[src/rtl/core/sbe_fifo.sv]
`timescale 1ns / 1ps
module sbe_fifo #(
  parameter int unsigned WIDTH = 8,
  parameter int unsigned DEPTH = 2
) (
  input  logic             clk,
  input  logic             rst_n,
  input  logic             push,
  input  logic [WIDTH-1:0] wdata,
  output logic             full,
  input  logic             pop,
  output logic [WIDTH-1:0] rdata,
  output logic             empty
);

  localparam int unsigned PW = $clog2(DEPTH);

  logic [WIDTH-1:0] mem [DEPTH];
  logic [PW:0]      wr_ptr_r, wr_ptr_nxt;
  logic [PW:0]      rd_ptr_r, rd_ptr_nxt;
  logic             do_push, do_pop;

  assign empty   = (wr_ptr_r == rd_ptr_r);
  assign full    = (wr_ptr_r[PW] != rd_ptr_r[PW]) && (wr_ptr_r[PW-1:0] == rd_ptr_r[PW-1:0]);
  assign do_push = push && !full;
  assign do_pop  = pop && !empty;
  assign rdata   = mem[rd_ptr_r[PW-1:0]];

  always_comb begin
    wr_ptr_nxt = do_push ? wr_ptr_r + 1'b1 : wr_ptr_r;
    rd_ptr_nxt = do_pop  ? rd_ptr_r + 1'b1 : rd_ptr_r;
  end

  always_ff @(posedge clk) begin
    if (!rst_n) begin
      wr_ptr_r <= '0;
      rd_ptr_r <= '0;
    end else begin
      wr_ptr_r <= wr_ptr_nxt;
      rd_ptr_r <= rd_ptr_nxt;
    end
  end

  always_ff @(posedge clk) begin
    if (do_push) begin
      mem[wr_ptr_r[PW-1:0]] <= wdata;
    end
  end

endmodule

[config.mk]
export PLATFORM = sky130hd
export DESIGN_NAME = sbe_fifo
export DESIGN_NICKNAME = d
export VERILOG_FILES = /design/src/rtl/core/sbe_fifo.sv
export SDC_FILE = /design/constraint.sdc
export NUM_CORES = 1
export LEC_CHECK = 0
export BUFFER_PORTS_ARGS = -buffer_cell sky130_fd_sc_hd__buf_4
export CAP_MARGIN = 20
export CORE_UTILIZATION = 53
export CTS_BUF_LIST = sky130_fd_sc_hd__clkbuf_8
export CTS_CLUSTER_DIAMETER = 200
export DETAILED_ROUTE_END_ITERATION = 10
export PLACE_DENSITY_LB_ADDON = 0.12
export SETUP_SLACK_MARGIN = 0.02
export SYNTH_ARGS = -nofsm -noshare
export SYNTH_HDL_FRONTEND = slang
export SYNTH_SLANG_ARGS = --single-unit
[constraint.sdc]
create_clock -name clk -period 1.6 [get_ports clk]
set_input_delay 0.32 -clock clk [delete_from_list [all_inputs] [get_ports clk]]
set_output_delay 0.32 -clock clk [all_outputs]
set_load 0.02 [all_outputs]
==> impl_metrics.toml <==
[status]
status = "complete, no violations"

[floorplan]
initial_utilization = 0.566
fp.dieW_um = 41.9
die_h_um = 41.9
num_io_pins = 22
die_area_mm2 = 0.00175
core_mm2 = 0.00149
fp-row-count = 14

[pwr]
finalPower_uw = 1230
peakVddDrop_mv = 0.767
power.leakage_uw = 0.000438
p_per_area_mw_per_mm2 = 1120

[logic_synthesis]
syn_inst = 57
ys_warn_count = 0
ys_seq_elements = 21
synth_top_cells_by_count = "edfxtp_1 (16), mux2_2 (8), dfxtp_1 (5), nor2_1 (5), nand2_1 (4)"
syn_area_um2 = 843
yosysMostFrequentCell = "edfxtp_1"
seq_area_frac_synth = 0.688
synth_enable_flop_cells = 16
async_reset_ff_frac = 0
netlist_top_cells_area = "edfxtp_1 (57%), dfxtp_1 (12%), mux2_2 (11%)"
ys_types = 20
ys.flop_type = "edfxtp_1"
syn_area_per_cell_um2 = 14.8
synth_top_area_cell = "edfxtp_1"
synth_top_cell_area_share = 0.570
syn_nets = 69

[worst_setup_path]
crit_family = "flip-flops"
max_stage_delay_ps = 480
critPathLaunchType = "register"
critical_path_required_ps = 1280
path_max_fanout = 7
crit_buf_inv = 1
slowest_stage = "dfxtp_1"
critPathKind = "register to primary output"
cp-end-kind = "primary output"
crit_chain = "xor2_2 -> nor2_1 -> buf_4"
worstPathArrival_ps = 1180

[timing]
slew_violations = 0
final.setup.tns_ps = 0
setup_ws_ps = 96.1
max_freq_mhz = 665
fin_crit_sh = 0.940
worst_pin_slew_ps = 375
finalCriticalPeriod_ps = 1500
rsz0062_at_grt = "true"
finClkSkew_ps = 3.90
setup_violations = 0
final-hold-violation-count = 0
max_slew_margin = 0.750

[placed_design]
io_buffer_count = 21
gp_congestion = 0.805
dpl_worst_slack_ps = 167

[clock_network]
cts_buffers = 3
cts_tree = "done"
cts_root_buffer = "clkbuf_8"
cts_hold_buffers = 0
cts_buffer_depth = 2
post_cts_buffers = 0
cts_sinks = 21
path_clk_slew_ps = 70
clkLatencyLatePin_ps = 260
htreeDepth = 1

[global_route]
grt_pass1_wl_mm = 2.35
grt_pass1_vias = 553
grt-ovfl-total = 0
grt_max_degree = 12
antenna_found_initial = 0
grt_use_total = 0.187

[detailed_routing]
drt-pass1-iter-count = 5
vias = 530
routed_wl_mm = 1.37
drc_errors = 0
drt-initial-drc-count = 16
postRouteAntennaNets = 0
wl_per_cell_um = 13.8
viasPerCell = 5.35

[finish]
seq_area_um2 = 587
fin_nets = 96
multi_input_comb_area_um2 = 258
nFillCells = 107
antenna_cells = 0
area_delta_synth_final_pct = 29.7
drive_gt1_frac = 0.482

[job]
drv_cap = 0

[min_path]
hold_class = "primary input to register"
[path summary, 6_finish.rpt]
| kind | startpoint | end | slack [ps] | cells past startpoint |
|---|---|---|---|---|
| worst max register to register | rd_ptr_r[0]$_SDFFE_PN0P_ | mem[0][7]$_DFFE_PP_ | 150 | 3 |
| worst min-delay path | wdata[1] | mem[0][1]$_DFFE_PP_ | 240 | 1 |
| worst max-delay path | rd_ptr_r[0]$_SDFFE_PN0P_ | empty | 100 | 3 |
| worst min register to register | wr_ptr_r[0]$_SDFFE_PN0N_ | rd_ptr_r[1]$_SDFFE_PN0P_ | 570 | 2 |
[stage by stage]
step	cells	hold slack, ps	util	area, µm²
floorplan	57	419	-	843
global placement	95	510	0.695	1030
detailed placement	95	511	0.695	1030
CTS	99	241	0.726	1080
global route	99	236	0.734	1090
finish	99	244	0.734	1090
[cell type report]
cell class	instances	area share
Timing Repair Buffer	24	0.165
Sequential cell	21	0.537
Multi-Input combinational cell	33	0.236
Tap cell	16	0.0183
Clock buffer	3	0.0378
Clock inverter	1	0.00343
Inverter	1	0.00343
[cell families after synthesis]
logic type,count (synthesis),synth area share
simple gates,12,0.0653
compound gates,8,0.0608
buf+inv,3,0.0148
flops,21,0.688
mux,10,0.131
xor+xnor,3,0.0401
[state kept, by name, indices dropped and copies added, names as in the netlist, named ones only]
name / flops
wr_ptr_r: 2
rd_ptr_r: 2
mem: 16
[layer usage]
layer	vias up	wire, µm	global-route usage
met2	13	702	0.303
li1	261	-	-
met1	254	584	0.222
met4	0	19	0.103
met3	2	63	0.0565
met5	-	0	0
[worst reg2reg max path: stages (launching register included)]
cell	delay [ps]
dfxtp_1	480
inv_1	120
nand2_1	110
and3b_1	400
[cells in the final DEF (no fill, tap or decap), drive strengths merged, types with 3 or more instances in the layout]
master and n:
buf 24, clkbuf 3, dfxtp 5, edfxtp 16, mux2 8, nand2 4, nor2 5
[power breakdown]
group	internal, µW	switching, µW
registers	634	29.3
clock network	171	160
logic	114	119
total	918	308
[repair_timing]
action / in CTS / in global routing
pin swaps: 0 / 1
endpoints found under the setup margin: 8 / 10
hold endpoints to repair: 0 / 0
gates resized for setup: 1 / 4
(Power assumes the default switching activity.)
