--- src/rtl/core/sbe_pkg.sv ---
`timescale 1ns / 1ps
package sbe_pkg;

  typedef enum logic [3:0] {
    ACT_CLEAR   = 4'd0,
    ACT_INVERT  = 4'd1,
    ACT_ROT_R   = 4'd2,
    ACT_ROT_L   = 4'd3,
    ACT_ROT_UP  = 4'd4,
    ACT_ROT_DN  = 4'd5,
    ACT_FLIP    = 4'd6,
    ACT_MIRROR  = 4'd7,
    ACT_TOGGLE  = 4'd8,
    ACT_PAINT   = 4'd9,
    ACT_READ    = 4'd10,
    ACT_WRITE   = 4'd11
  } act_e;

  typedef enum logic [2:0] {
    BK_IDLE,
    BK_LOAD,
    BK_STORE,
    BK_ROW_RD,
    BK_ROW_WB
  } bk_state_e;

  typedef struct packed {
    act_e        action;
    logic [4:0]  sprite;
    logic [3:0]  row;
    logic [3:0]  column;
    logic [15:0] row_word;
  } cmd_t;

  typedef struct packed {
    logic [4:0]  sprite;
    logic [3:0]  row;
    logic [15:0] data;
    logic        pixel_value;
    logic        last;
  } res_t;

  localparam logic [15:0] PIX_MSB  = 16'h8000;
  localparam logic [15:0] PIX_LSB  = 16'h0001;
  localparam logic [3:0]  ROW_LAST = 4'd15;
  localparam logic [4:0]  LOAD_END = 5'd16;

endpackage

--- src/rtl/core/sbe_back.sv ---
`timescale 1ns / 1ps
module sbe_back #(
  parameter int unsigned AW = 9
) (
  input  logic          clk,
  input  logic          rst_n,
  input  logic          cmd_empty,
  input  sbe_pkg::cmd_t cmd,
  output logic          cmd_pop,
  output logic          ram_we,
  output logic [AW-1:0] ram_waddr,
  output logic [15:0]   ram_wdata,
  output logic          ram_re,
  output logic [AW-1:0] ram_raddr,
  input  logic [15:0]   ram_rdata,
  input  logic          res_full,
  output logic          res_push,
  output sbe_pkg::res_t res
);
  import sbe_pkg::*;

  bk_state_e   state_r, state_nxt;
  cmd_t        cmd_r, cmd_nxt;
  logic [4:0]  cnt_r, cnt_nxt;
  logic        paint_r, paint_nxt;
  logic [15:0] buf_r [16];

  logic        buf_we;
  logic [3:0]  buf_idx;
  logic [15:0] buf_wdata;
  logic [3:0]  src_idx;
  logic [15:0] mask;
  logic [15:0] row_new;
  logic        pv_new;

  function automatic logic [15:0] rev16(input logic [15:0] w);
    logic [15:0] r;
    for (int j = 0; j < 16; j++) begin
      r[j] = w[15-j];
    end
    return r;
  endfunction

  function automatic logic [15:0] word_op(input act_e a, input logic [15:0] w);
    logic [15:0] n;
    case (a)
      ACT_CLEAR:  n = '0;
      ACT_INVERT: n = ~w;
      ACT_ROT_R:  n = {w[0], w[15:1]};
      ACT_ROT_L:  n = {w[14:0], w[15]};
      ACT_MIRROR: n = rev16(w);
      default:    n = w;
    endcase
    return n;
  endfunction

  // where old row j lands in the new sprite
  function automatic logic [3:0] dest_row(input act_e a, input logic [3:0] j);
    logic [3:0] d;
    case (a)
      ACT_ROT_UP: d = j - 4'd1;
      ACT_ROT_DN: d = j + 4'd1;
      ACT_FLIP:   d = ROW_LAST - j;
      default:    d = j;
    endcase
    return d;
  endfunction

  assign src_idx = 4'(cnt_r - 5'd1);
  assign mask    = PIX_MSB >> cmd_r.column;

  always_comb begin
    row_new = ram_rdata;
    pv_new  = 1'b0;
    case (cmd_r.action)
      ACT_TOGGLE: begin
        row_new = ram_rdata ^ mask;
        pv_new  = |(row_new & mask);
      end
      ACT_PAINT: begin
        row_new = paint_r ? (ram_rdata | mask) : (ram_rdata & ~mask);
        pv_new  = paint_r;
      end
      ACT_WRITE: row_new = cmd_r.row_word;
      default:   row_new = ram_rdata;
    endcase
  end

  always_comb begin
    state_nxt = state_r;
    case (state_r)
      BK_IDLE: begin
        if (!cmd_empty) begin
          state_nxt = (cmd.action inside {[ACT_CLEAR:ACT_MIRROR]}) ? BK_LOAD : BK_ROW_RD;
        end
      end
      BK_LOAD: begin
        if (cnt_r == LOAD_END) state_nxt = BK_STORE;
      end
      BK_STORE: begin
        if (!res_full && cnt_r[3:0] == ROW_LAST) state_nxt = BK_IDLE;
      end
      BK_ROW_RD: state_nxt = BK_ROW_WB;
      BK_ROW_WB: begin
        if (!res_full) state_nxt = BK_IDLE;
      end
      default: state_nxt = BK_IDLE;
    endcase
  end

  always_comb begin
    cmd_pop   = 1'b0;
    cmd_nxt   = cmd_r;
    cnt_nxt   = cnt_r;
    paint_nxt = paint_r;
    ram_we    = 1'b0;
    ram_waddr = AW'({cmd_r.sprite, cmd_r.row});
    ram_wdata = row_new;
    ram_re    = 1'b0;
    ram_raddr = AW'({cmd_r.sprite, cmd_r.row});
    buf_we    = 1'b0;
    buf_idx   = dest_row(cmd_r.action, src_idx);
    buf_wdata = word_op(cmd_r.action, ram_rdata);
    res_push  = 1'b0;
    res.sprite      = cmd_r.sprite;
    res.row         = cmd_r.row;
    res.data        = row_new;
    res.pixel_value = pv_new;
    res.last        = 1'b1;
    case (state_r)
      BK_IDLE: begin
        cnt_nxt = '0;
        if (!cmd_empty) begin
          cmd_pop = 1'b1;
          cmd_nxt = cmd;
        end
      end
      BK_LOAD: begin
        ram_re    = (cnt_r != LOAD_END);
        ram_raddr = AW'({cmd_r.sprite, cnt_r[3:0]});
        buf_we    = (cnt_r != '0);
        cnt_nxt   = (cnt_r == LOAD_END) ? '0 : cnt_r + 5'd1;
      end
      BK_STORE: begin
        ram_waddr = AW'({cmd_r.sprite, cnt_r[3:0]});
        ram_wdata = buf_r[cnt_r[3:0]];
        res.row   = cnt_r[3:0];
        res.data  = buf_r[cnt_r[3:0]];
        res.pixel_value = 1'b0;
        res.last  = (cnt_r[3:0] == ROW_LAST);
        if (!res_full) begin
          ram_we   = 1'b1;
          res_push = 1'b1;
          cnt_nxt  = cnt_r + 5'd1;
        end
      end
      BK_ROW_RD: ram_re = 1'b1;
      BK_ROW_WB: begin
        if (!res_full) begin
          ram_we   = 1'b1;
          res_push = 1'b1;
          if (cmd_r.action inside {ACT_TOGGLE, ACT_PAINT}) paint_nxt = pv_new;
        end
      end
      default: cnt_nxt = '0;
    endcase
  end

  always_ff @(posedge clk) begin
    if (!rst_n) begin
      state_r <= BK_IDLE;
      cnt_r   <= '0;
      paint_r <= 1'b0;
    end else begin
      state_r <= state_nxt;
      cnt_r   <= cnt_nxt;
      paint_r <= paint_nxt;
    end
  end

  always_ff @(posedge clk) begin
    cmd_r <= cmd_nxt;
    if (buf_we) begin
      buf_r[buf_idx] <= buf_wdata;
    end
  end

endmodule

--- config.mk ---
export PLATFORM = sky130hd
export DESIGN_NAME = sbe_back
export DESIGN_NICKNAME = d
export VERILOG_FILES = /design/src/rtl/core/sbe_pkg.sv /design/src/rtl/core/sbe_back.sv
export SDC_FILE = /design/constraint.sdc
export NUM_CORES = 1
export LEC_CHECK = 0
export ABC_AREA = 1
export BUFFER_PORTS_ARGS = -buffer_cell sky130_fd_sc_hd__buf_2
export CAP_MARGIN = 10
export CORE_MARGIN = 3
export CORE_UTILIZATION = 30
export DETAILED_ROUTE_END_ITERATION = 8
export GPL_TIMING_DRIVEN = 0
export PLACE_DENSITY = 0.56
export SLEW_MARGIN = 20
export SYNTH_ARGS = -nofsm -noshare
export SYNTH_HDL_FRONTEND = slang
export SYNTH_SLANG_ARGS = --single-unit
--- constraint.sdc ---
create_clock -name clk -period 4.97 [get_ports clk]
set_input_delay 0.994 -clock clk [delete_from_list [all_inputs] [get_ports clk]]
set_output_delay 0.994 -clock clk [all_outputs]
set_load 0.05 [all_outputs]
==> impl_metrics.prom <==
# TYPE chip_impl_metric gauge
chip_impl_metric{name="drc",unit=""} 0
chip_impl_metric{name="cell_area_power_density",unit="nW/µm²"} 536.9
chip_impl_metric{name="post-route-period-util",unit="%"} 89.81
chip_impl_metric{name="switching_share",unit="%"} 41.38
chip_impl_metric{name="ant_nets",unit=""} 0
chip_impl_metric{name="globalRouteMet1Util",unit="%"} 23.82
chip_impl_info{name="setup_repair_after_global_routing_missed_its_margin",value="no"} 1
chip_impl_metric{name="timing.critical_path.arrival",unit="ns"} 3.47
chip_impl_metric{name="seqPwrFrac",unit="%"} 35.3
chip_impl_metric{name="post-cts-setup-buffers",unit=""} 0
chip_impl_metric{name="report.final.hold_viol_count",unit=""} 0
chip_impl_metric{name="power.share.combinational",unit="%"} 38.6
chip_impl_metric{name="dr.first_iter.drc_count",unit=""} 967
chip_impl_metric{name="placed_cells",unit=""} 2005
chip_impl_metric{name="floorplan.die_area",unit="µm²"} 48710
chip_impl_metric{name="groute.usage.overall",unit="%"} 17.84
chip_impl_metric{name="htreeDepth",unit=""} 2
chip_impl_metric{name="finalSetupViolCount",unit=""} 0
chip_impl_info{name="dominantRegCellSynth",value="edfxtp_1"} 1
chip_impl_metric{name="overflow",unit=""} 0
chip_impl_metric{name="cts-hold-fix-buffers",unit=""} 0
chip_impl_metric{name="detail_route.first_pass.iterations",unit=""} 5
chip_impl_metric{name="share_of_total_power_in_the_clock_network",unit="%"} 26.1
chip_impl_metric{name="seq_area",unit="µm²"} 8939
chip_impl_metric{name="rows",unit=""} 78
chip_impl_info{name="grt.busiest_layer",value="met2"} 1
chip_impl_metric{name="setup_total_negative_slack",unit="ns"} 0
chip_impl_metric{name="pin_count_of_the_biggest_net_entering_global_routing",unit=""} 28
chip_impl_metric{name="layout_setup_ws",unit="ns"} 0.5067
chip_impl_metric{name="synth_enable_flop_cells",unit=""} 289
chip_impl_metric{name="irDropWorstVdd",unit="mV"} 0.4606
chip_impl_metric{name="cts_sinks",unit=""} 302
chip_impl_metric{name="post_synthesis_async_set_or_reset_flop_share",unit="%"} 0
chip_impl_info{name="worst_setup_path_end_kind",value="primary output"} 1
chip_impl_metric{name="num_antenna_cells",unit=""} 0
chip_impl_info{name="clock_tree_from_tritoncts",value="yes"} 1
chip_impl_metric{name="clock_skew",unit="ns"} 0.02694
chip_impl_metric{name="multi_input_gate_area_in_the_final_layout",unit="µm²"} 4106
chip_impl_metric{name="internal_power",unit="µW"} 5181
chip_impl_metric{name="clock.fmax",unit="GHz"} 0.2240
chip_impl_info{name="critical_path.startpoint_type",value="register"} 1
chip_impl_metric{name="vias_per_cell",unit=""} 5.084
chip_impl_metric{name="first_global_vias",unit=""} 10420
chip_impl_metric{name="max_slew.worst_pin.slew",unit="ns"} 0.8170
chip_impl_metric{name="fp.dieW",unit="µm"} 220.7
chip_impl_metric{name="grt_antenna_before_repair",unit=""} 0
chip_impl_metric{name="final_nets",unit=""} 1514
chip_impl_metric{name="area_growth",unit="%"} 19.06
chip_impl_metric{name="place.gp.congestion",unit=""} 0.9161
chip_impl_metric{name="p_leak",unit="µW"} 0.005964
chip_impl_metric{name="switching_power",unit="µW"} 3658
chip_impl_metric{name="gr-usage-met2",unit="%"} 29.71
chip_impl_metric{name="dp_slack",unit="ns"} 1.086
chip_impl_info{name="path_class",value="reg2out"} 1
chip_impl_metric{name="max-cap-violations",unit=""} 0
chip_impl_metric{name="clock_slew_seen_by_the_registers_of_the_worst_setup_and_hold_paths",unit="ns"} 0.05
chip_impl_metric{name="die-height",unit="µm"} 220.7
chip_impl_metric{name="final_cell_count_no_fill",unit=""} 2066
chip_impl_metric{name="power",unit="µW"} 8840
chip_impl_metric{name="boundaryPins",unit=""} 118
chip_impl_metric{name="synth_seq_cells",unit=""} 302
chip_impl_metric{name="core_area",unit="µm²"} 45480
chip_impl_metric{name="syn_nets",unit=""} 1342
chip_impl_metric{name="synth_seq_area_share",unit="%"} 64.64
chip_impl_metric{name="routing_usage_on_met3",unit="%"} 3.598
chip_impl_metric{name="wl_per_cell",unit="µm"} 20.90
chip_impl_metric{name="dr_total_vias",unit=""} 10500
chip_impl_info{name="clock-root-buffer",value="clkbuf_16"} 1
chip_impl_metric{name="clk_latency",unit="ns"} 0.54
chip_impl_metric{name="maximum_buffer_depth_of_the_clock_tree",unit=""} 3
chip_impl_metric{name="grt_pass1_wl",unit="µm"} 65160
chip_impl_metric{name="cts_resized",unit=""} 0
chip_impl_metric{name="detailedPlacementHpwl",unit="µm"} 31230
chip_impl_metric{name="nFillCells",unit=""} 4559
chip_impl_metric{name="synth.avg_cell_area",unit="µm²"} 10.90
chip_impl_metric{name="cts_buffers",unit=""} 34
chip_impl_metric{name="initial_utilization",unit="%"} 30.41
chip_impl_metric{name="yosysWarnings",unit=""} 0
chip_impl_metric{name="crit_fanout",unit=""} 10
chip_impl_metric{name="worst_ep_required_time",unit="ns"} 3.98
chip_impl_metric{name="placement.io_buffers",unit=""} 117
chip_impl_info{name="worst_hold_path_type",value="reg2reg"} 1
chip_impl_metric{name="yosys.cell_types.count",unit=""} 33
chip_impl_metric{name="netlist_area",unit="µm²"} 13830
chip_impl_metric{name="post_synthesis_instance_total",unit=""} 1269
chip_impl_metric{name="relSlewSlack",unit="%"} 45.53
chip_impl_metric{name="max_slew_vio_count",unit=""} 0
chip_impl_info{name="run_status",value="finished clean"} 1
chip_impl_metric{name="totalWireLength",unit="µm"} 43190
chip_impl_metric{name="finalWorstPathRequiredPeriod",unit="ns"} 4.463
chip_impl_metric{name="drive_gt1_share",unit="%"} 18.14
layer usage:
layer / vias up / wire length, µm
li1: 4932 / -
met4: 0 / 1031
met2: 411 / 20430
met3: 65 / 3134
met1: 5096 / 18590
met5: - / 0
through the flow:
stage,util [%],hold WS (ns),cell area [µm²]
after floorplan,-,0.4536,13830
after global placement,33.34,0.4775,15160
after detailed placement,33.98,0.4763,15450
after CTS,36.20,0.4853,16460
after global routing,36.20,0.5393,16460
final,36.20,0.4878,16460
cells in the mapped netlist (all sizes together) (14+ instances only):
cell,n,area (µm²)
inv,74,277.8
edfxtp,289,8678
nand2,150,570.6
o211ai,31,232.7
o21ai,170,850.8
ha,20,250.2
nor2,224,855.8
a221oi,14,122.6
buf,62,404.1
o22ai,25,156.4
clkbuf,40,150.1
nand3,67,335.3
o221ai,53,464.2
power by group through the flow:
| stage | Combinational [µW] | Clock (µW) | Sequential [µW] |
|---|---|---|---|
| 2_1_floorplan | 2260 | 0 | 3150 |
| 3_3_place_gp | 3320 | 0 | 3180 |
| 3_5_place_dp | 3390 | 0 | 3170 |
| 4_1_cts | 3400 | 2350 | 3120 |
| 5_1_grt | 3700 | 2450 | 3130 |
| 6_report | 3410 | 2310 | 3120 |
worst max-delay path, stage by stage (launching register included):
cell and delay, ns:
dfxtp_1 0.42, inv_1 0.20, buf_2 0.29, clkbuf_1 0.61, o21ai_0 0.19, o221ai_1 0.40
nand3_1 0.12, nand2_1 0.14, nand2_1 0.09, nand2_1 0.13, buf_4 0.12, buf_2 0.24
placed cells by master (no fill, tap or decap), types with 25 or more instances in the layout:
master	n
o221ai_1	53
buf_2	140
buf_4	40
nor2_1	203
nand3_1	67
o21ai_0	166
inv_1	72
o211ai_1	31
clkbuf_1	51
clkbuf_16	35
nand2_1	147
o22ai_1	25
edfxtp_1	289
flip-flops by register name (all words and copies together), names as in the netlist, named ones only:
register / cells
res: 5
cmd_r: 28
cnt_r: 5
state_r: 3
buf_r: 256
paint_r: 1
worst paths after layout:
path	from	endpoint	slack, ns	cells after the start
hold reg to reg	cnt_r[4]	cnt_r[4]	0.49	2
hold / removal	cnt_r[4]	cnt_r[4]	0.49	2
setup reg to reg	cnt_r[0]	buf_r[2][0]	1.53	14
setup / recovery	register	res[3]	0.51	11
final cells by class:
type | count | area share [%]
Multi-Input combinational cell | 789 | 24.94
Timing Repair Buffer | 136 | 4.978
Clock buffer | 46 | 5.570
Clock inverter | 15 | 0.5624
Sequential cell | 302 | 54.29
Tap cell | 600 | 4.560
Inverter | 76 | 1.733
Buffer | 102 | 3.367
cells by family after synthesis:
group / after synthesis / share of synthesized area [%]
compound gates: 308 / 13.79
xor+xnor: 3 / 0.1900
fa+ha+maj: 20 / 1.810
buf+inv: 178 / 6.071
flops: 302 / 64.64
simple gates: 458 / 13.50
Note: power is estimated with default switching activity, not from simulation.
