==> src/rtl/core/sbe_pkg.sv <==
`timescale 1ns / 1ps
package sbe_pkg;

  typedef enum logic [3:0] {
    ACT_CLEAR   = 4'd0,
    ACT_INVERT  = 4'd1,
    ACT_ROT_R   = 4'd2,
    ACT_ROT_L   = 4'd3,
    ACT_ROT_UP  = 4'd4,
    ACT_ROT_DN  = 4'd5,
    ACT_FLIP    = 4'd6,
    ACT_MIRROR  = 4'd7,
    ACT_TOGGLE  = 4'd8,
    ACT_PAINT   = 4'd9,
    ACT_READ    = 4'd10,
    ACT_WRITE   = 4'd11
  } act_e;

  typedef enum logic [2:0] {
    BK_IDLE,
    BK_LOAD,
    BK_STORE,
    BK_ROW_RD,
    BK_ROW_WB
  } bk_state_e;

  typedef struct packed {
    act_e        action;
    logic [4:0]  sprite;
    logic [3:0]  row;
    logic [3:0]  column;
    logic [15:0] row_word;
  } cmd_t;

  typedef struct packed {
    logic [4:0]  sprite;
    logic [3:0]  row;
    logic [15:0] data;
    logic        pixel_value;
    logic        last;
  } res_t;

  localparam logic [15:0] PIX_MSB  = 16'h8000;
  localparam logic [15:0] PIX_LSB  = 16'h0001;
  localparam logic [3:0]  ROW_LAST = 4'd15;
  localparam logic [4:0]  LOAD_END = 5'd16;

endpackage

==> src/rtl/core/sbe_fifo.sv <==
`timescale 1ns / 1ps
module sbe_fifo #(
  parameter int unsigned WIDTH = 8,
  parameter int unsigned DEPTH = 2
) (
  input  logic             clk,
  input  logic             rst_n,
  input  logic             push,
  input  logic [WIDTH-1:0] wdata,
  output logic             full,
  input  logic             pop,
  output logic [WIDTH-1:0] rdata,
  output logic             empty
);

  localparam int unsigned PW = $clog2(DEPTH);

  logic [WIDTH-1:0] mem [DEPTH];
  logic [PW:0]      wr_ptr_r, wr_ptr_nxt;
  logic [PW:0]      rd_ptr_r, rd_ptr_nxt;
  logic             do_push, do_pop;

  assign empty   = (wr_ptr_r == rd_ptr_r);
  assign full    = (wr_ptr_r[PW] != rd_ptr_r[PW]) && (wr_ptr_r[PW-1:0] == rd_ptr_r[PW-1:0]);
  assign do_push = push && !full;
  assign do_pop  = pop && !empty;
  assign rdata   = mem[rd_ptr_r[PW-1:0]];

  always_comb begin
    wr_ptr_nxt = do_push ? wr_ptr_r + 1'b1 : wr_ptr_r;
    rd_ptr_nxt = do_pop  ? rd_ptr_r + 1'b1 : rd_ptr_r;
  end

  always_ff @(posedge clk) begin
    if (!rst_n) begin
      wr_ptr_r <= '0;
      rd_ptr_r <= '0;
    end else begin
      wr_ptr_r <= wr_ptr_nxt;
      rd_ptr_r <= rd_ptr_nxt;
    end
  end

  always_ff @(posedge clk) begin
    if (do_push) begin
      mem[wr_ptr_r[PW-1:0]] <= wdata;
    end
  end

endmodule

==> src/rtl/core/sbe_front.sv <==
`timescale 1ns / 1ps
module sbe_front #(
  parameter int unsigned SPRITE_COUNT = 32
) (
  input  logic          clk,
  input  logic          rst_n,
  input  logic          in_push,
  output logic          in_full,
  input  logic [3:0]    in_action,
  input  logic [4:0]    in_sprite,
  input  logic [3:0]    in_row,
  input  logic [3:0]    in_column,
  input  logic [15:0]   in_row_word,
  input  logic          cmd_pop,
  output logic          cmd_empty,
  output sbe_pkg::cmd_t cmd
);
  import sbe_pkg::*;

  localparam logic [8:0] SPR_LIM = 9'(SPRITE_COUNT);

  cmd_t cmd_in;
  logic item_ok;
  logic q_push;

  // out-of-range sprites and unused codes are dropped here
  assign item_ok = (9'(in_sprite) < SPR_LIM) && (in_action inside {[ACT_CLEAR:ACT_WRITE]});
  assign q_push  = in_push && !in_full && item_ok;

  always_comb begin
    cmd_in.action   = act_e'(in_action);
    cmd_in.sprite   = in_sprite;
    cmd_in.row      = in_row;
    cmd_in.column   = in_column;
    cmd_in.row_word = in_row_word;
  end

  sbe_fifo #(
    .WIDTH ($bits(cmd_t)),
    .DEPTH (2)
  ) u_cmd_q (
    .clk   (clk),
    .rst_n (rst_n),
    .push  (q_push),
    .wdata (cmd_in),
    .full  (in_full),
    .pop   (cmd_pop),
    .rdata (cmd),
    .empty (cmd_empty)
  );

endmodule

==> config.mk <==
export PLATFORM = sky130hd
export DESIGN_NAME = sbe_front
export DESIGN_NICKNAME = d
export VERILOG_FILES = /design/src/rtl/core/sbe_pkg.sv /design/src/rtl/core/sbe_fifo.sv /design/src/rtl/core/sbe_front.sv
export SDC_FILE = /design/constraint.sdc
export NUM_CORES = 1
export LEC_CHECK = 0
export ABC_CLOCK_PERIOD_IN_PS = 11300
export BUFFER_PORTS_ARGS = -buffer_cell sky130_fd_sc_hd__buf_4
export CAP_MARGIN = 15
export CORE_UTILIZATION = 25
export CTS_CLUSTER_SIZE = 20
export DETAILED_ROUTE_END_ITERATION = 6
export PLACE_DENSITY_LB_ADDON = 0.12
export SYNTH_ARGS = -nofsm -noshare
export SYNTH_HDL_FRONTEND = slang
export SYNTH_SLANG_ARGS = --single-unit
==> constraint.sdc <==
create_clock -name clk -period 11.3 [get_ports clk]
set_clock_uncertainty 0.2 [all_clocks]
set_input_delay 0.565 -clock clk [delete_from_list [all_inputs] [get_ports clk]]
set_output_delay 0.565 -clock clk [all_outputs]
set_load 0.005 [all_outputs]
==> results.toml, run 1 <==
[route]
route.detailed.drc = 0
drt_iter0_markers = 24
routed.top_layer = "met4"
routed-wl-met3_um = 287
route.final.wire_length_mm = 4.95
detailedRoute.firstPassIterationCount = 3
post_drt_via_cell_ratio = 3.94
dr_wl_met2_mm = 2.48
vias_post_dr = 1393
wl_per_cell_um = 14.0
met1Wirelength_mm = 2.11
ant_nets = 0

[finish]
final_common_cell = "sky130_fd_sc_hd__buf_4"
final_nets = 251
layout-area-overhead-vs-synth_pct = 31.8
finish.utilization_pct = 34.1
fraction_of_final_layout_cells_sized_beyond_drive_strength_1_pct = 55.5
multi_input_comb_area_um2 = 568
layout.cells.non_filler = 354
mostFrequentLayoutCells = "73 x sky130_fd_sc_hd__buf_4, 66 x sky130_fd_sc_hd__edfxtp_1, 33 x sky130_fd_sc_hd__mux2_2"
layout.filler_cells = 1022
n_antenna_cell = 0
seqCellArea_um2 = 2080

[min_path]
min-delay-path-class = "in -> reg"
worstHoldPathCells = 1

[place]
finalWeightedCongestion = 0.661
detailedPlacementHpwl_mm = 3.13
port-buffer-count = 71
number_of_placed_instances_with_taps_included = 339
preCtsSetupSlack_ns = 8.64

[sta]
max-slew-margin-rel_pct = 43.1
timing.final.crit_period_ns = 2.57
setup_violations = 0
worst_pin_slew_ns = 0.854
timing_limited_maximum_frequency_mhz = 389
grt_setup_unrepaired = "no"
timing_hold_violations_final = 0
final_min_period_over_clock_period_pct = 22.7
timing.final.max_slew_violations = 0
totalNegativeSetupSlack_ns = 0
timing.final.ws_setup_ns = 8.73

[worst_setup_path]
crit_chain = "mux2_2 > buf_4"
critical_path_required_ns = 10.54
ff2ff_path_depth = 3
worst_path_max_delay_cell = "sky130_fd_sc_hd__dfxtp_2"
timing.critical_path.max_delay_family = "flip-flops"
worstPathMaxFanout = 33
timing.critical_path.arrival_ns = 1.80
critPathKind = "reg -> out"
worstSetupPathDepth = 2
cpPeakStageDelay_ns = 0.89
timing.critical_path.from_type = "register"
critical_path_buffer_and_inverter_count = 1
timing.critical_path.to_type = "output pin"

[cts]
clock_sinks = 71
cts_htree_levels = 3
clock_latency_ns = 0.33
cts_post_setup_buffers_inserted = 0
tritoncts = "yes"
numCtsBuffers = 9
worst_path_clk_slew_ns = 0.07
root_buffer = "sky130_fd_sc_hd__clkbuf_8"
cts_hold_repair.buffers = 0
cts.path.max_buffers = 2
post_cts_resize_count = 0

[floorplan]
initial_core_util_pct = 25.9
chipWidth_um = 105
dieHeight_um = 105
row_count = 37
floorplan.io_pins = 72
fp.dieArea_um2 = 11100
core_region_area_um2 = 10300

[logic_synthesis]
post-synth-top-area-cell = "sky130_fd_sc_hd__edfxtp_1"
synth_sequential_area_ratio_pct = 77.9
synthTopCellsByArea = "sky130_fd_sc_hd__edfxtp_1 74%, sky130_fd_sc_hd__mux2_2 14%, sky130_fd_sc_hd__dfxtp_1 3.7%"
syn_area_um2 = 2670
ys_ff_latch = 71
share_of_the_synthesized_area_in_the_top_cell_type_pct = 74.2
syn_inst = 136
yosys_warnings = 0
mappedNetlistNets = 173
synth_area_per_cell_um2 = 19.6
yosys.cell_types.count = 20

[global_routing]
grt_start_max_net_pins = 34
grt_antenna_before_repair = 0
globalRouteOverflowTotal = 0
groute.usage.overall_pct = 9.55
grt_pass1_vias = 1501
grt_pass1_wl_mm = 7.75

[run_status]
outcome = "complete, no violations"

[pwr]
ir_drop_mv = 0.0780
power_density_nw_per_um2 = 174
static-leakage-power_nw = 1.29

[run]
cap_viol_max_count = 0
[where the power goes]
group,leakage (nW),internal (W),switching [W]
Sequential,0.653,0.000312,0.0000200
Clock,0.0730,0.0000766,0.0000837
Combinational,0.562,0.0000749,0.0000443
Total,1.29,0.000464,0.000148
[state kept, by name (all words and copies together) (netlist names), named ones only]
name,cells
u_cmd_q.wr_ptr_r,2
u_cmd_q.rd_ptr_r,2
u_cmd_q.mem,66
[final cells by class]
class,count,share of cell area [%]
sequential,71,59.2
clock inverter,3,0.320
clock buffer,12,3.84
inverter,1,0.107
timing repair buffer,73,15.6
tap,136,4.83
multi-input combinational,58,16.1
[kinds of logic (layout without fill, tap and decap cells)]
kind of cell | after synthesis | in the layout | synth area share [%]
buffers and inverters | 7 | 89 | 1.26
XOR/XNOR | 3 | 3 | 1.26
AO/OA/AOI/OAI | 5 | 5 | 1.64
flip-flops | 71 | 71 | 77.9
multiplexers | 38 | 38 | 15.8
AND/OR/NAND/NOR | 12 | 12 | 2.11
[final timing paths]
check / end / from / slack (ns)
setup reg to reg: u_cmd_q.mem[1][22]$_DFFE_PP_ / u_cmd_q.wr_ptr_r[1]$_SDFFE_PN0P_ / 9.03
setup / recovery: cmd[31] / register / 8.73
hold / removal: u_cmd_q.mem[0][15]$_DFFE_PP_ / in_row_word[15] / 0.22
hold reg to reg: u_cmd_q.wr_ptr_r[1]$_SDFFE_PN0P_ / u_cmd_q.wr_ptr_r[1]$_SDFFE_PN0P_ / 0.33
[metal layers]
metal | up-vias | track usage, %
met2 | 37 | 15.6
met1 | 678 | 10.6
met5 | - | 0
li1 | 672 | -
met4 | 0 | 5.13
met3 | 6 | 3.90
[worst register-to-register path, cell delays in order, from the launching register on]
cell and delay [ns]:
sky130_fd_sc_hd__dfxtp_1 0.35, sky130_fd_sc_hd__xor2_2 0.23, sky130_fd_sc_hd__a211oi_4 0.72, sky130_fd_sc_hd__buf_4 0.43
[synth_stat cells]
cell,count
sky130_fd_sc_hd__edfxtp_1,66
sky130_fd_sc_hd__mux2_2,33
sky130_fd_sc_hd__buf_2,6
sky130_fd_sc_hd__dfxtp_1,5
sky130_fd_sc_hd__mux2i_1,5
sky130_fd_sc_hd__nand2_1,5
sky130_fd_sc_hd__nand2b_1,2
sky130_fd_sc_hd__nor2_1,2
sky130_fd_sc_hd__a211oi_2,1
sky130_fd_sc_hd__a21bo_2,1
sky130_fd_sc_hd__a21boi_0,1
sky130_fd_sc_hd__a21oi_1,1
sky130_fd_sc_hd__and2_1,1
sky130_fd_sc_hd__inv_1,1
sky130_fd_sc_hd__nand4_1,1
sky130_fd_sc_hd__nor3_1,1
sky130_fd_sc_hd__o21ai_2,1
sky130_fd_sc_hd__xnor2_1,1
sky130_fd_sc_hd__xor2_1,1
sky130_fd_sc_hd__xor2_2,1
[per-stage QoR]
step / instance area [µm²] / hold slack [ns] / power [W]
after floorplan: 2670 / 0.291 / 0.000394
after global placement: 3370 / 0.310 / 0.000463
after detailed placement: 3370 / 0.316 / 0.000462
after CTS: 3520 / 0.193 / 0.000625
after global routing: 3520 / 0.186 / 0.000644
final: 3520 / 0.217 / 0.000612
(Power assumes the default switching activity.)
==> inputs of run 2 (changes only) <==
- ABC_CLOCK_PERIOD_IN_PS: 11300 -> 2100
- clock period: 11.3 -> 2.1 ns (I/O delays scaled with it)
==> run 2 against run 1 <==
  * Non-clock buffer count increased by 39
  * Total power increased to 6.0 times the previous value
  * Critical path depth rose by 2
  * Largest power group unchanged
  * Highest routed layer unchanged
  * Count of clock-buffer cells in the layout decreased by 2
  * First-iteration DRC count up 50%
==> results.toml, run 2 (same netlist as run 1, synthesis figures left out) <==
[worst_setup_path]
regToRegStartpoint = "u_cmd_q.wr_ptr_r[0]$_SDFFE_PN0P_"
timing.critical_path.to_type = "register"
r2r_end = "u_cmd_q.mem[0][3]$_DFFE_PP_"
worstPathMaxFanout = 20
critical_path_required_ns = 1.92
timing.critical_path.from_type = "register"
ff2ff_path_depth = 4
timing.critical_path.arrival_ns = 1.66
timing.reg2reg.setup_slack_ns = 0.26
critPathKind = "reg -> reg"

[min_path]
worstHoldPathCells = 4
hold_start = "in_push"
min-delay-path-class = "in -> reg"
whs_endpoint = "u_cmd_q.wr_ptr_r[0]$_SDFFE_PN0P_"

[place]
port-buffer-count = 71
finalWeightedCongestion = 0.643
preCtsSetupSlack_ns = 0.273
detailedPlacementHpwl_mm = 3.41

[floorplan]
fp.dieArea_um2 = 11100
initial_core_util_pct = 25.9
dieHeight_um = 105
row_count = 37
chipWidth_um = 105
floorplan.io_pins = 72
core_region_area_um2 = 10300

[cts]
numCtsBuffers = 9
clock_latency_ns = 0.34
cts_htree_levels = 3
clock_sinks = 71
worst_path_clk_slew_ns = 0.07
tritoncts = "yes"
post_cts_resize_count = 0
cts.path.max_buffers = 2
root_buffer = "sky130_fd_sc_hd__clkbuf_8"

[finish]
mostFrequentLayoutCells = "77 x sky130_fd_sc_hd__buf_4, 66 x sky130_fd_sc_hd__edfxtp_1, 35 x sky130_fd_sc_hd__dlygate4sd3_1"
finish.utilization_pct = 38.6
fraction_of_final_layout_cells_sized_beyond_drive_strength_1_pct = 51.2
layout.filler_cells = 985
largest_reg_flops = 66
final_common_cell = "sky130_fd_sc_hd__buf_4"
n_antenna_cell = 0
final_nets = 290
layout-area-overhead-vs-synth_pct = 49.3

[sta]
worst_pin_slew_ns = 0.357
timing.final.max_slew_violations = 0
timing_hold_violations_final = 0
max-slew-margin-rel_pct = 76.2
totalNegativeSetupSlack_ns = 0
setup_violations = 0
grt_setup_unrepaired = "no"
timing.final.crit_period_ns = 1.84
final_min_period_over_clock_period_pct = 87.7
timing.final.ws_setup_ns = 0.257
timing_limited_maximum_frequency_mhz = 543

[pwr]
internal-power_w = 0.00281
clock_power_share_pct = 31.5
netSwitchingFraction_pct = 23.5
power_density_nw_per_um2 = 921
combinationalPowerShare_pct = 21.5
total_switching_power_w = 0.000863
power.sequential.fraction_pct = 46.9
ir_drop_mv = 0.329
static-leakage-power_nw = 1.49
fin_total_pwr_w = 0.00367

[run_status]
outcome = "complete, no violations"

[route]
detailedRoute.firstPassIterationCount = 4
drt_iter0_markers = 36
wl_per_cell_um = 13.4
vias_post_dr = 1547
route.detailed.drc = 0
route.final.wire_length_mm = 5.29
post_drt_via_cell_ratio = 3.93
ant_nets = 0

[global_routing]
grt_pass1_wl_mm = 8.22
grt_pass1_vias = 1603
globalRouteOverflowTotal = 0
grt_antenna_before_repair = 0
grt_start_max_net_pins = 23
groute.usage.overall_pct = 10.2

[run]
cap_viol_max_count = 0
run 2: cell types whose count changed in the layout (fill, tap and decap cells not counted), sizes merged:
cell	previous run	this run
buf	73	77
clkbuf	12	10
dlygate4sd3	0	35
bufinv	0	2
clkinvlp	0	1
run 2: power by group through the flow:
stage	clock (W)	sequential (W)	combinational (W)
3_5_place_dp	0	0.00176	0.000762
4_1_cts	0.00121	0.00173	0.000818
2_1_floorplan	0	0.00173	0.000412
5_1_grt	0.00126	0.00174	0.000863
6_report	0.00116	0.00172	0.000791
3_3_place_gp	0	0.00176	0.000764
run 2: area by class of cell:
class | instances | area [µm²] | area share [%]
sequential | 71 | 2080 | 52.3
timing repair buffer | 112 | 928 | 23.3
multi-input combinational | 58 | 588 | 14.7
tap | 136 | 170 | 4.27
clock buffer | 10 | 128 | 3.20
clock inverter | 6 | 85.1 | 2.13
inverter | 1 | 3.75 | 0.0941
run 2: stage by stage:
step                      cell area, µm²  std cells  hold WS (ns)
after floorplan                     2720        136       0.00387
after CTS                           3990        394         0.133
after detailed placement            3420        343        0.0946
final                               3990        394         0.160
after global placement              3420        343        0.0925
after global routing                3990        394         0.147
run 2: repair_timing:
action,CTS,global route
endpoints found under the hold margin,71,0
buffers inserted,0,0
hold buffers,35,0
endpoints found under the setup margin,0,0
run 2: worst max-delay path by stage:
stage	cells past startpoint	to	slack, ns	from
after floorplan	2	u_cmd_q.mem[1][0]$_DFFE_PP_	-0.06	u_cmd_q.rd_ptr_r[1]$_SDFFE_PN0P_
after global placement	4	u_cmd_q.mem[0][4]$_DFFE_PP_	0.29	u_cmd_q.wr_ptr_r[0]$_SDFFE_PN0P_
after detailed placement	4	u_cmd_q.mem[0][2]$_DFFE_PP_	0.27	u_cmd_q.wr_ptr_r[0]$_SDFFE_PN0P_
after CTS	3	cmd[12]	0.20	register
after global routing	3	cmd[12]	0.17	register
final	4	u_cmd_q.mem[0][3]$_DFFE_PP_	0.26	u_cmd_q.wr_ptr_r[0]$_SDFFE_PN0P_
run 2: critical path, cell delays in order, from the launching register on:
cell and delay [ns]:
sky130_fd_sc_hd__dfxtp_1 0.54, sky130_fd_sc_hd__xnor2_1 0.15, sky130_fd_sc_hd__and2_4 0.19, sky130_fd_sc_hd__nor3_4 0.12, sky130_fd_sc_hd__buf_4 0.32
run 2: routing by layer:
layer	track usage [%]	share of wire, %
met3	4.02	5.3
met1	12.1	44
met4	4.53	1.8
met2	16.4	49
met5	0	0
==> inputs of run 3 (changes only) <==
- CTS_BUF_LIST: unset -> sky130_fd_sc_hd__clkbuf_8
- REMOVE_ABC_BUFFERS: unset -> 1
==> run 3 against run 2 <==
  * Hold slack lost 0.0081 ns
  * Combinational power is essentially flat
  * Count of clock-buffer cells in the layout shrank 1
  * First-iteration DRC count shrank 50%
  * Register-to-register slack gained 0.03 ns
  * Worst setup slack gained 0.033 ns
  * Critical path type unchanged
  * Largest cell class unchanged
  * Largest power group unchanged
  * Design area is essentially flat
  * Core utilization is essentially flat
  * Fmax grew 1.8%
  * Die area is the same
  * Via count shrank 0.13%
  * Sequential power is essentially flat
==> results.toml, run 3 (same netlist as run 1, synthesis figures left out) <==
[cts]
clock_sinks = 71
tritoncts = "yes"
cts_post_setup_buffers_inserted = 0
cts.path.max_buffers = 2
root_buffer = "sky130_fd_sc_hd__clkbuf_8"
clock_latency_ns = 0.33
numCtsBuffers = 9
post_cts_resize_count = 0
worst_path_clk_slew_ns = 0.08
cts_htree_levels = 3

[sta]
final_min_period_over_clock_period_pct = 86.1
max-slew-margin-rel_pct = 79.1
timing.final.max_slew_violations = 0
timing.final.crit_period_ns = 1.81
setup_violations = 0
timing_hold_violations_final = 0
worst_pin_slew_ns = 0.314
timing_limited_maximum_frequency_mhz = 553
final.hold.worst_slack_ns = 0.152
grt_setup_unrepaired = "no"

[worst_setup_path]
worstPathMaxFanout = 10
timing.critical_path.to_type = "register"
critical_path_buffer_and_inverter_count = 1
timing.critical_path.max_delay_family = "flip-flops"
worst_path_max_delay_cell = "sky130_fd_sc_hd__dfxtp_1"
timing.critical_path.arrival_ns = 1.65
crit_chain = "xnor2_1 > and2_1 > nor3_2 > buf_4"
critPathKind = "reg -> reg"
timing.critical_path.from_type = "register"
timing.reg2reg.setup_slack_ns = 0.29
critical_path_required_ns = 1.94
cpPeakStageDelay_ns = 0.51

[run]
cap_viol_max_count = 0

[global_routing]
grt_start_max_net_pins = 24
grt_pass1_vias = 1596
grt_antenna_before_repair = 0
grt_pass1_wl_mm = 8.12
globalRouteOverflowTotal = 0
groute.usage.overall_pct = 10.0

[route]
post_drt_via_cell_ratio = 3.92
drt_iter0_markers = 18
vias_post_dr = 1545
detailedRoute.firstPassIterationCount = 2
route.final.wire_length_mm = 5.20
wl_per_cell_um = 13.2
route.detailed.drc = 0
ant_nets = 0

[floorplan]
row_count = 37
core_region_area_um2 = 10300
initial_core_util_pct = 25.9
dieHeight_um = 105
chipWidth_um = 105
fp.dieArea_um2 = 11100
floorplan.io_pins = 72

[finish]
fraction_of_final_layout_cells_sized_beyond_drive_strength_1_pct = 50.8
layout.cells.non_filler = 394
layout-area-overhead-vs-synth_pct = 49.2
mostFrequentLayoutCells = "76 x sky130_fd_sc_hd__buf_4, 66 x sky130_fd_sc_hd__edfxtp_1, 35 x sky130_fd_sc_hd__dlygate4sd3_1"
final_nets = 290
final_common_cell = "sky130_fd_sc_hd__buf_4"
largest_reg_flops = 66
layout.filler_cells = 989
n_antenna_cell = 0

[pwr]
power_density_nw_per_um2 = 929
ir_drop_mv = 0.379
static-leakage-power_nw = 1.50

[min_path]
min-delay-path-class = "in -> reg"

[place]
port-buffer-count = 71
detailedPlacementHpwl_mm = 3.38
finalWeightedCongestion = 0.710
number_of_placed_instances_with_taps_included = 343

[run_status]
outcome = "complete, no violations"
[run 3: path summary, 6_finish.rpt]
kind,start,to,depth (start not counted)
worst max-delay path,u_cmd_q.rd_ptr_r[0]$_SDFFE_PN0P_,u_cmd_q.mem[0][10]$_DFFE_PP_,4
worst min-delay path,in_push,u_cmd_q.wr_ptr_r[0]$_SDFFE_PN0P_,4
worst max register to register,u_cmd_q.rd_ptr_r[0]$_SDFFE_PN0P_,u_cmd_q.mem[0][10]$_DFFE_PP_,4
worst min register to register,u_cmd_q.wr_ptr_r[1]$_SDFFE_PN0P_,u_cmd_q.wr_ptr_r[1]$_SDFFE_PN0P_,2
[run 3: power by group]
| part | leakage, nW | switching [W] | internal [W] |
|---|---|---|---|
| clock | 0.112 | 0.000517 | 0.000673 |
| sequential | 0.653 | 0.0000432 | 0.00168 |
| combinational | 0.733 | 0.000321 | 0.000469 |
[run 3: final cells by class]
class | count | area, µm² | area share (%)
well taps | 136 | 170 | 4.27
clock inverters | 7 | 95.1 | 2.39
repair buffers | 112 | 941 | 23.6
inverters | 1 | 3.75 | 0.0942
multi-input cells | 58 | 568 | 14.3
flip-flops and latches | 71 | 2080 | 52.3
clock buffers | 9 | 124 | 3.11
[run 3: repair_timing]
item                                    4_1_cts  5_1_grt
endpoints found under the setup margin        0        0
hold buffers                                 35        0
endpoints found under the hold margin        71        0
[run 3: stage by stage]
stage / cell area (µm²) / utilization [%] / setup slack [ns] / setup TNS, ns / power [W]
2_1_floorplan: 2640 / - / -1.61 / -72.60 / 0.00210
3_3_place_gp: 3420 / 33.1 / 0.309 / 0 / 0.00252
3_5_place_dp: 3420 / 33.1 / 0.293 / 0 / 0.00251
4_1_cts: 3990 / 38.6 / 0.283 / 0 / 0.00377
5_1_grt: 3990 / 38.6 / 0.202 / 0 / 0.00388
6_report: 3990 / 38.6 / 0.291 / 0 / 0.00370
[run 3: tightest hold or removal path: cells and delay by family]
family | cells | cell delay, ns
buffers and inverters | 1 | 0.10
AO/OA/AOI/OAI | 2 | 0.32
multiplexers | 1 | 0.11
[run 3: routing by layer]
layer	part of all wire, %	vias to the layer above	GRT usage (%)	routed length [µm]
met2	47	46	15.6	2450
met4	1.4	0	3.92	72
met1	46	736	12.4	2370
li1	-	756	-	-
met5	0	-	0	0
met3	5.9	7	3.90	305
